===== src/rtl/fme_pkg.sv =====
// package: types and constants for the fuzzy membership evaluator
package fme_pkg;

  localparam int IN_FRAC_BITS_DEF  = 16;
  localparam int OUT_FRAC_BITS_DEF = 15;
  localparam int POINT_W           = 32;
  localparam int CFG_IDX_W         = 3;
  localparam int DIFF_W            = POINT_W + 1;

  typedef enum logic [1:0] {
    SHAPE_TRI   = 2'd0,
    SHAPE_TRAP  = 2'd1,
    SHAPE_RIGHT = 2'd2,
    SHAPE_LEFT  = 2'd3
  } shape_t;

  typedef enum logic [CFG_IDX_W-1:0] {
    REG_SHAPE   = 3'd0,
    REG_POINT_A = 3'd1,
    REG_POINT_B = 3'd2,
    REG_POINT_C = 3'd3,
    REG_POINT_D = 3'd4
  } reg_idx_t;

  // ramp control after setup: sign handled, early outcomes known
  typedef struct packed {
    logic used;
    logic zero;
    logic one;
    logic deg;
  } ramp_ctl_t;

endpackage


===== src/rtl/fme_ramp_setup.sv =====
// module: ramp setup, forms magnitude numerator and divisor of one ramp
module fme_ramp_setup (
  input  logic                        clk,
  input  logic                        en,
  input  logic                        used,
  input  logic                        rising,
  input  logic signed [31:0]          x,
  input  logic signed [31:0]          p,
  input  logic signed [31:0]          q,
  output logic [32:0]                 num,
  output logic [32:0]                 den,
  output fme_pkg::ramp_ctl_t          ctl
);
  import fme_pkg::*;

  logic signed [DIFF_W:0] n_raw;
  logic signed [DIFF_W:0] d_raw;
  logic signed [DIFF_W:0] n_fix;
  logic signed [DIFF_W:0] d_fix;
  logic                   eq;
  logic                   step_one;
  ramp_ctl_t              ctl_next;

  // signed differences at full precision, then divisor made positive
  always_comb begin
    if (rising) begin
      n_raw = {{2{x[31]}}, x} - {{2{p[31]}}, p};
    end else begin
      n_raw = {{2{q[31]}}, q} - {{2{x[31]}}, x};
    end
    d_raw = {{2{q[31]}}, q} - {{2{p[31]}}, p};
    eq = (p == q);
    step_one = rising ? (x >= p) : (x <= q);
    if (d_raw[DIFF_W]) begin
      n_fix = -n_raw;
      d_fix = -d_raw;
    end else begin
      n_fix = n_raw;
      d_fix = d_raw;
    end
    ctl_next.used = used;
    ctl_next.deg  = used & eq;
    if (eq) begin
      ctl_next.one  = step_one;
      ctl_next.zero = !step_one;
    end else begin
      ctl_next.zero = (n_fix <= 0);
      ctl_next.one  = (n_fix > 0) && (n_fix >= d_fix);
    end
  end

  // stage register
  always_ff @(posedge clk) begin
    if (en) begin
      num <= n_fix[32:0];
      den <= d_fix[32:0];
      ctl <= ctl_next;
    end
  end

endmodule


===== src/rtl/fme_div_pipe.sv =====
// module: pipelined restoring divider, a few quotient bits per stage
module fme_div_pipe #(
  parameter int OUT_FRAC_BITS = fme_pkg::OUT_FRAC_BITS_DEF,
  parameter int BITS_PER_STAGE = 4
) (
  input  logic                     clk,
  input  logic                     en,
  input  logic [32:0]              num,
  input  logic [32:0]              den,
  output logic [OUT_FRAC_BITS-1:0] quo
);
  import fme_pkg::*;

  localparam int QB     = OUT_FRAC_BITS;
  localparam int STAGES = (QB + BITS_PER_STAGE - 1) / BITS_PER_STAGE;
  localparam int RW     = 34;

  // num < den here, so remainder stays below den and quotient has QB bits
  logic [RW-1:0] rem [STAGES+1];
  logic [32:0]   dv  [STAGES+1];
  logic [QB-1:0] qv  [STAGES+1];

  assign rem[0] = {1'b0, num};
  assign dv[0]  = den;
  assign qv[0]  = '0;

  for (genvar s = 0; s < STAGES; s++) begin : g_stage
    logic [RW-1:0] r_c [BITS_PER_STAGE+1];
    logic [QB-1:0] q_c [BITS_PER_STAGE+1];
    always_comb begin
      r_c[0] = rem[s];
      q_c[0] = qv[s];
      for (int k = 0; k < BITS_PER_STAGE; k++) begin
        if (s * BITS_PER_STAGE + k < QB) begin
          if ({r_c[k][RW-2:0], 1'b0} >= {1'b0, dv[s]}) begin
            r_c[k+1] = {r_c[k][RW-2:0], 1'b0} - {1'b0, dv[s]};
            q_c[k+1] = {q_c[k][QB-2:0], 1'b1};
          end else begin
            r_c[k+1] = {r_c[k][RW-2:0], 1'b0};
            q_c[k+1] = {q_c[k][QB-2:0], 1'b0};
          end
        end else begin
          r_c[k+1] = r_c[k];
          q_c[k+1] = q_c[k];
        end
      end
    end
    always_ff @(posedge clk) begin
      if (en) begin
        rem[s+1] <= r_c[BITS_PER_STAGE];
        qv[s+1]  <= q_c[BITS_PER_STAGE];
        dv[s+1]  <= dv[s];
      end
    end
  end

  assign quo = qv[STAGES];

endmodule


===== src/rtl/fuzzy_membership_evaluator.sv =====
// top level: fuzzy membership degree of one sample, pipelined
// path from start to done: ramp setup register, divider stages, output register
// throughput: one sample per cycle; busy is always low, no stalls exist
// the depth is set by the restoring divider, four quotient bits per stage
// reset: synchronous active-high rst clears valid bits and loads register defaults
// results appear on done for exactly one cycle; the receiver cannot stall
module fuzzy_membership_evaluator #(
  parameter int IN_FRAC_BITS  = fme_pkg::IN_FRAC_BITS_DEF,
  parameter int OUT_FRAC_BITS = fme_pkg::OUT_FRAC_BITS_DEF
) (
  input  logic                            clk,
  input  logic                            rst,
  input  logic                            start,
  output logic                            busy,
  input  logic signed [31:0]              sample_value,
  input  logic                            cfg_we,
  input  logic [fme_pkg::CFG_IDX_W-1:0]   cfg_index,
  input  logic [31:0]                     cfg_data,
  output logic                            done,
  output logic [OUT_FRAC_BITS:0]          membership_degree,
  output logic                            degenerate_flag
);
  import fme_pkg::*;

  localparam int STAGES = (OUT_FRAC_BITS + 3) / 4;
  localparam int DEPTH  = STAGES + 2;
  localparam logic [OUT_FRAC_BITS:0] ONE_OUT = {1'b1, {OUT_FRAC_BITS{1'b0}}};

  // input scaling does not change the ratio
  localparam int InFracUnused = IN_FRAC_BITS;

  shape_t             shape;
  logic signed [31:0] point_a, point_b, point_c, point_d;

  // configuration registers
  always_ff @(posedge clk) begin
    if (rst) begin
      shape   <= SHAPE_TRI;
      point_a <= 32'sd0;
      point_b <= 32'sd65536;
      point_c <= 32'sd131072;
      point_d <= 32'sd196608;
    end else if (cfg_we) begin
      unique case (cfg_index)
        REG_SHAPE:   shape   <= shape_t'(cfg_data[1:0]);
        REG_POINT_A: point_a <= cfg_data;
        REG_POINT_B: point_b <= cfg_data;
        REG_POINT_C: point_c <= cfg_data;
        REG_POINT_D: point_d <= cfg_data;
        default: ;
      endcase
    end
  end

  assign busy = 1'b0;

  // valid bits along the pipe
  logic [DEPTH-1:0] vld;
  always_ff @(posedge clk) begin
    if (rst) begin
      vld <= '0;
    end else begin
      vld <= {vld[DEPTH-2:0], start};
    end
  end

  // pick breakpoints of each ramp
  logic               r_used, f_used;
  logic signed [31:0] r_p, r_q, f_p, f_q;
  always_comb begin
    r_p = point_a;
    r_q = point_b;
    f_p = point_a;
    f_q = point_b;
    r_used = 1'b1;
    f_used = 1'b1;
    case (shape)
      SHAPE_TRI: begin
        f_p = point_b;
        f_q = point_c;
      end
      SHAPE_TRAP: begin
        f_p = point_c;
        f_q = point_d;
      end
      SHAPE_RIGHT: f_used = 1'b0;
      default: r_used = 1'b0;
    endcase
  end

  logic [32:0] r_num, r_den, f_num, f_den;
  ramp_ctl_t   r_ctl, f_ctl;

  fme_ramp_setup u_rise (
    .clk(clk), .en(1'b1), .used(r_used), .rising(1'b1), .x(sample_value),
    .p(r_p), .q(r_q), .num(r_num), .den(r_den), .ctl(r_ctl)
  );
  fme_ramp_setup u_fall (
    .clk(clk), .en(1'b1), .used(f_used), .rising(1'b0), .x(sample_value),
    .p(f_p), .q(f_q), .num(f_num), .den(f_den), .ctl(f_ctl)
  );

  // make the divider operands safe when an early outcome holds
  logic [32:0] r_n_s, r_d_s, f_n_s, f_d_s;
  assign r_n_s = (r_ctl.zero || r_ctl.one) ? 33'd0 : r_num;
  assign r_d_s = (r_ctl.zero || r_ctl.one) ? 33'd1 : r_den;
  assign f_n_s = (f_ctl.zero || f_ctl.one) ? 33'd0 : f_num;
  assign f_d_s = (f_ctl.zero || f_ctl.one) ? 33'd1 : f_den;

  logic [OUT_FRAC_BITS-1:0] r_quo, f_quo;

  fme_div_pipe #(.OUT_FRAC_BITS(OUT_FRAC_BITS)) u_div_r (
    .clk(clk), .en(1'b1), .num(r_n_s), .den(r_d_s), .quo(r_quo)
  );
  fme_div_pipe #(.OUT_FRAC_BITS(OUT_FRAC_BITS)) u_div_f (
    .clk(clk), .en(1'b1), .num(f_n_s), .den(f_d_s), .quo(f_quo)
  );

  // control travels beside the divider
  ramp_ctl_t r_cpipe [STAGES+1];
  ramp_ctl_t f_cpipe [STAGES+1];
  assign r_cpipe[0] = r_ctl;
  assign f_cpipe[0] = f_ctl;
  for (genvar s = 0; s < STAGES; s++) begin : g_ctl
    always_ff @(posedge clk) begin
      r_cpipe[s+1] <= r_cpipe[s];
      f_cpipe[s+1] <= f_cpipe[s];
    end
  end

  // resolve each ramp and combine with min
  logic [OUT_FRAC_BITS:0] r_val, f_val, m_val;
  ramp_ctl_t              rc, fc;
  always_comb begin
    rc = r_cpipe[STAGES];
    fc = f_cpipe[STAGES];
    if (rc.one) r_val = ONE_OUT;
    else if (rc.zero) r_val = '0;
    else r_val = {1'b0, r_quo};
    if (fc.one) f_val = ONE_OUT;
    else if (fc.zero) f_val = '0;
    else f_val = {1'b0, f_quo};
    if (!rc.used) m_val = f_val;
    else if (!fc.used) m_val = r_val;
    else m_val = (r_val < f_val) ? r_val : f_val;
  end

  // output register
  always_ff @(posedge clk) begin
    membership_degree <= m_val;
    degenerate_flag   <= rc.deg | fc.deg;
  end

  assign done = vld[DEPTH-1] && (InFracUnused >= 0);

endmodule


===== config.mk =====
export PLATFORM = sky130hd
export DESIGN_NAME = fuzzy_membership_evaluator
export DESIGN_NICKNAME = d
export VERILOG_FILES = /design/src/rtl/fme_pkg.sv /design/src/rtl/fme_ramp_setup.sv /design/src/rtl/fme_div_pipe.sv /design/src/rtl/fuzzy_membership_evaluator.sv
export SDC_FILE = /design/constraint.sdc
export NUM_CORES = 2
export LEC_CHECK = 0
export BUFFER_PORTS_ARGS = -buffer_cell sky130_fd_sc_hd__buf_2
export CAP_MARGIN = 20
export CORE_ASPECT_RATIO = 0.5
export CORE_MARGIN = 3
export CORE_UTILIZATION = 60
export CTS_CLUSTER_SIZE = 24
export DETAILED_ROUTE_END_ITERATION = 16
export PLACE_DENSITY = 0.77
export SLEW_MARGIN = 5
export SYNTH_ARGS = -nofsm -noshare
export SYNTH_HDL_FRONTEND = slang
export SYNTH_SLANG_ARGS = --single-unit
export TNS_END_PERCENT = 30

===== constraint.sdc =====
create_clock -name clk -period 14.8 [get_ports clk]
set_input_delay 2.96 -clock clk [delete_from_list [all_inputs] [get_ports clk]]
set_output_delay 2.96 -clock clk [all_outputs]
set_load 0.005 [all_outputs]

==> metrics.yaml <==
antenna_left: 0
hold_end: "u_div_f.g_stage[3].q_c[70]$_DFF_P_"
clk_pin_slew_worst_paths_ns: 0.07
grt_antenna_before_repair: 5
dp.cells: 13400
synth_fa_ha_area_share_pct: 16.9
crit_path_frequent_cell: "a21oi_1"
grt_max_degree: 96
ys_seq_area_share_pct: 18.0
worst_slew_pin_slew_ns: 1.31
rrSetupSlack_ns: 0.65
slowest_stage: "o311ai_4"
place.gp.congestion: 1.02
synth-compound-area-share_pct: 25.4
hold_depth: 0
dr.pass1.iters: 6
drt-total-wl_um: 270000
met3_usage_pct: 4.28
root_buffer: "clkbuf_16"
hold_viol: 0
max_freq_mhz: 70.7
fin_nets: 12800
synth_edf_count: 0
yosysMostFrequentCell: "nand2_1"
io_buffer_count: 88
route.detailed.drc: 0
synth_simple_gate_area_share_pct: 18.0
die_area_mm2: 0.153
vias: 85200
drtIter0Drc: 8164
yosys.area.top_type: "dfxtp_1"
reg2reg_from: "u_div_r.dv[69]$_DFF_P_"
synth_commonest_cells: "1,197 x nand2_1, 1,182 x ha_1, 1,160 x a21oi_1"
synth_area_per_cell_um2: 7.71
required_ns: 15.37
cap_violations: 0
period_share_pct: 95.6
final_cells: 13600
antenna_cells: 0
yosys_register_bits: 799
synth_top_area_share_pct: 18.0
hpwl_um: 219000
synth_cells: 11600
cp-start-kind: "flip-flop"
clkSinkCount: 799
hold_ws_ns: 0.315
grt_use_total_pct: 33.4
tritoncts: "built"
synthFlopType: "dfxtp_1"
synth_top_family_by_area: "compound AO/OA/AOI/OAI gates"
criticalPathCategory: "flip-flop to flip-flop"
status: "finished, final reports clean"
h-tree-depth: 3
post_drt_wl_per_cell_um: 19.9
drive_gt1_share_pct: 8.73
synthMuxAreaShare_pct: 7.42
setup_viol: 0
area_growth_pct: 6.52
arrival_ns: 14.72
ys_warn_count: 0
core_mm2: 0.147
async_flop_share_pct: 0
grt_pass1_wl_um: 419000
routed_via_density: 6.27
cp_max_fo: 34
globalRouteMet1Util_pct: 48.6
hold_class: "flip-flop to flip-flop"
die_h_um: 278
fin_skew_ns: 0.0609
max_stage_delay_ns: 0.48
synth_area_mm2: 0.0890
die_x_um: 551
cts_buffer_depth: 3
rr_worst_depth: 56
finalMaxSlewViolations: 0
worstHoldStart: "u_div_f.g_stage[2].q_c[66]$_DFF_P_"
cts_buffers: 79
grt_use_met2_pct: 50.5
initial_core_util_pct: 60.8
end_kind: "flip-flop"
worstReg2RegEnd: "u_div_r.g_stage[3].r_c[144]$_DFF_P_"
grt_overflow_total: 0
grt_pass1_vias: 77900
setup_tns_ns: 0
relSlewSlack_pct: 11.9
ys_top_cells_by_area: "dfxtp_1 18%, ha_1 17%, a21oi_1 6.5%, xnor2_1 6.5%, mux2_2 5.3%"
num_rows: 99
clk-insertion-delay-late_ns: 0.73
grt.busiest_layer: "met2"
min_period_ns: 14.15
synth_xor_area_share_pct: 9.79
synth.distinct_cells: 118
io_pins: 90
state kept, by name (all words and copies together) (netlist names), 6 cells and up:
name,cells
point_a,32
point_d,32
r_cpipe,16
membership_degree,16
u_div_r.g_stage.q_c,24
u_fall.den,33
u_div_f.dv,99
point_b,32
u_rise.den,33
u_rise.num,33
u_div_f.g_stage.r_c,99
vld,6
f_cpipe,16
u_div_r.quo,15
u_div_r.dv,99
u_fall.num,33
u_div_f.g_stage.q_c,24
u_div_r.g_stage.r_c,99
u_div_f.quo,15
point_c,32
layer usage:
metal | routed length, um | share of wire, %
met5 | 21 | 0.0078
met4 | 10100 | 3.7
met3 | 22500 | 8.3
met2 | 111000 | 41
met1 | 126000 | 47
area by class of cell:
class | instances | area (um^2)
sequential | 799 | 16000
tap | 1969 | 2460
timing repair buffer | 225 | 1580
fill | 13100 | 51700
clock inverter | 41 | 564
multi-input combinational | 9708 | 69300
clock buffer | 103 | 2210
inverter | 732 | 2750
cells by family (layout without fill, tap and decap cells):
| logic type | after synthesis | after routing |
|---|---|---|
| simple gates | 3369 | 3372 |
| xor+xnor | 995 | 995 |
| compound gates | 3555 | 3555 |
| buf+inv | 1049 | 1101 |
| other cells | 2 | 3 |
| fa+ha+maj | 1194 | 1194 |
| flops | 799 | 799 |
| mux | 589 | 589 |
through the flow:
| step | util, % | cell area, um^2 | setup slack [ns] |
|---|---|---|---|
| CTS | 64.5 | 94500 | 0.0699 |
| global route | 64.7 | 94800 | -0.0432 |
| global placement | 62.6 | 91700 | 0.282 |
| detailed placement | 62.6 | 91800 | 0.142 |
| finish | 64.7 | 94800 | 0.653 |
| floorplan | - | 89000 | 0.289 |
how the worst max path moves through the flow:
stage                                               end  depth (start not counted)              startpoint  slack [ns]
finish              u_div_r.g_stage[3].r_c[144]$_DFF_P_                         56  u_div_r.dv[69]$_DFF_P_        0.65
global route        u_div_f.g_stage[1].r_c[143]$_DFF_P_                         57   u_fall.ctl[2]$_DFF_P_       -0.04
CTS                 u_div_f.g_stage[1].r_c[151]$_DFF_P_                         54   u_fall.ctl[2]$_DFF_P_        0.07
detailed placement  u_div_f.g_stage[1].r_c[145]$_DFF_P_                         54   u_fall.ctl[2]$_DFF_P_        0.14
global placement    u_div_f.g_stage[1].r_c[142]$_DFF_P_                         54   u_fall.ctl[2]$_DFF_P_        0.28
floorplan           u_div_r.g_stage[1].r_c[140]$_DFF_P_                         62   u_rise.ctl[1]$_DFF_P_        0.29
layout by cell type, fill, tap and decap left out, drive strengths merged, types with 39 or more instances in the layout:
cell type and instances:
o21bai 129, o21a 153, o31ai 76, or2 69, mux2i 114, o21ai 785, buf 225, clkbuf 103
dfxtp 799, ha 1182, and4 39, xnor2 659, nand3 198, a21o 510, nand2b 155, nand4 168
and3 99, and2 117, nor2 775, nand2 1197, mux2 475, nor3 187, a31oi 107, nor2b 137
xor2 336, nor4 70, a211oi 112, a21oi 1162, a211o 42, o211ai 56, or3 71, inv 743
worst max-delay path: cells and delay by family, from the launching register on:
family	cells	cell delay [ns]
adder cells (fa/ha/maj)	4	1.35
multiplexers	3	1.13
buffers and inverters	7	1.51
AND/OR/NAND/NOR	8	1.10
flip-flops	1	0.43
AO/OA/AOI/OAI	34	8.45
repair_timing:
item | 4_1_cts | 5_1_grt
hold buffers | 0 | 0
endpoints found under the setup margin | 0 | 196
resized for setup | 0 | 41
setup buffers | 0 | 12
Power is left out: the tool's default activity adds up to more than one toggle a clock period on the data nets, which glitch-free logic cannot reach.
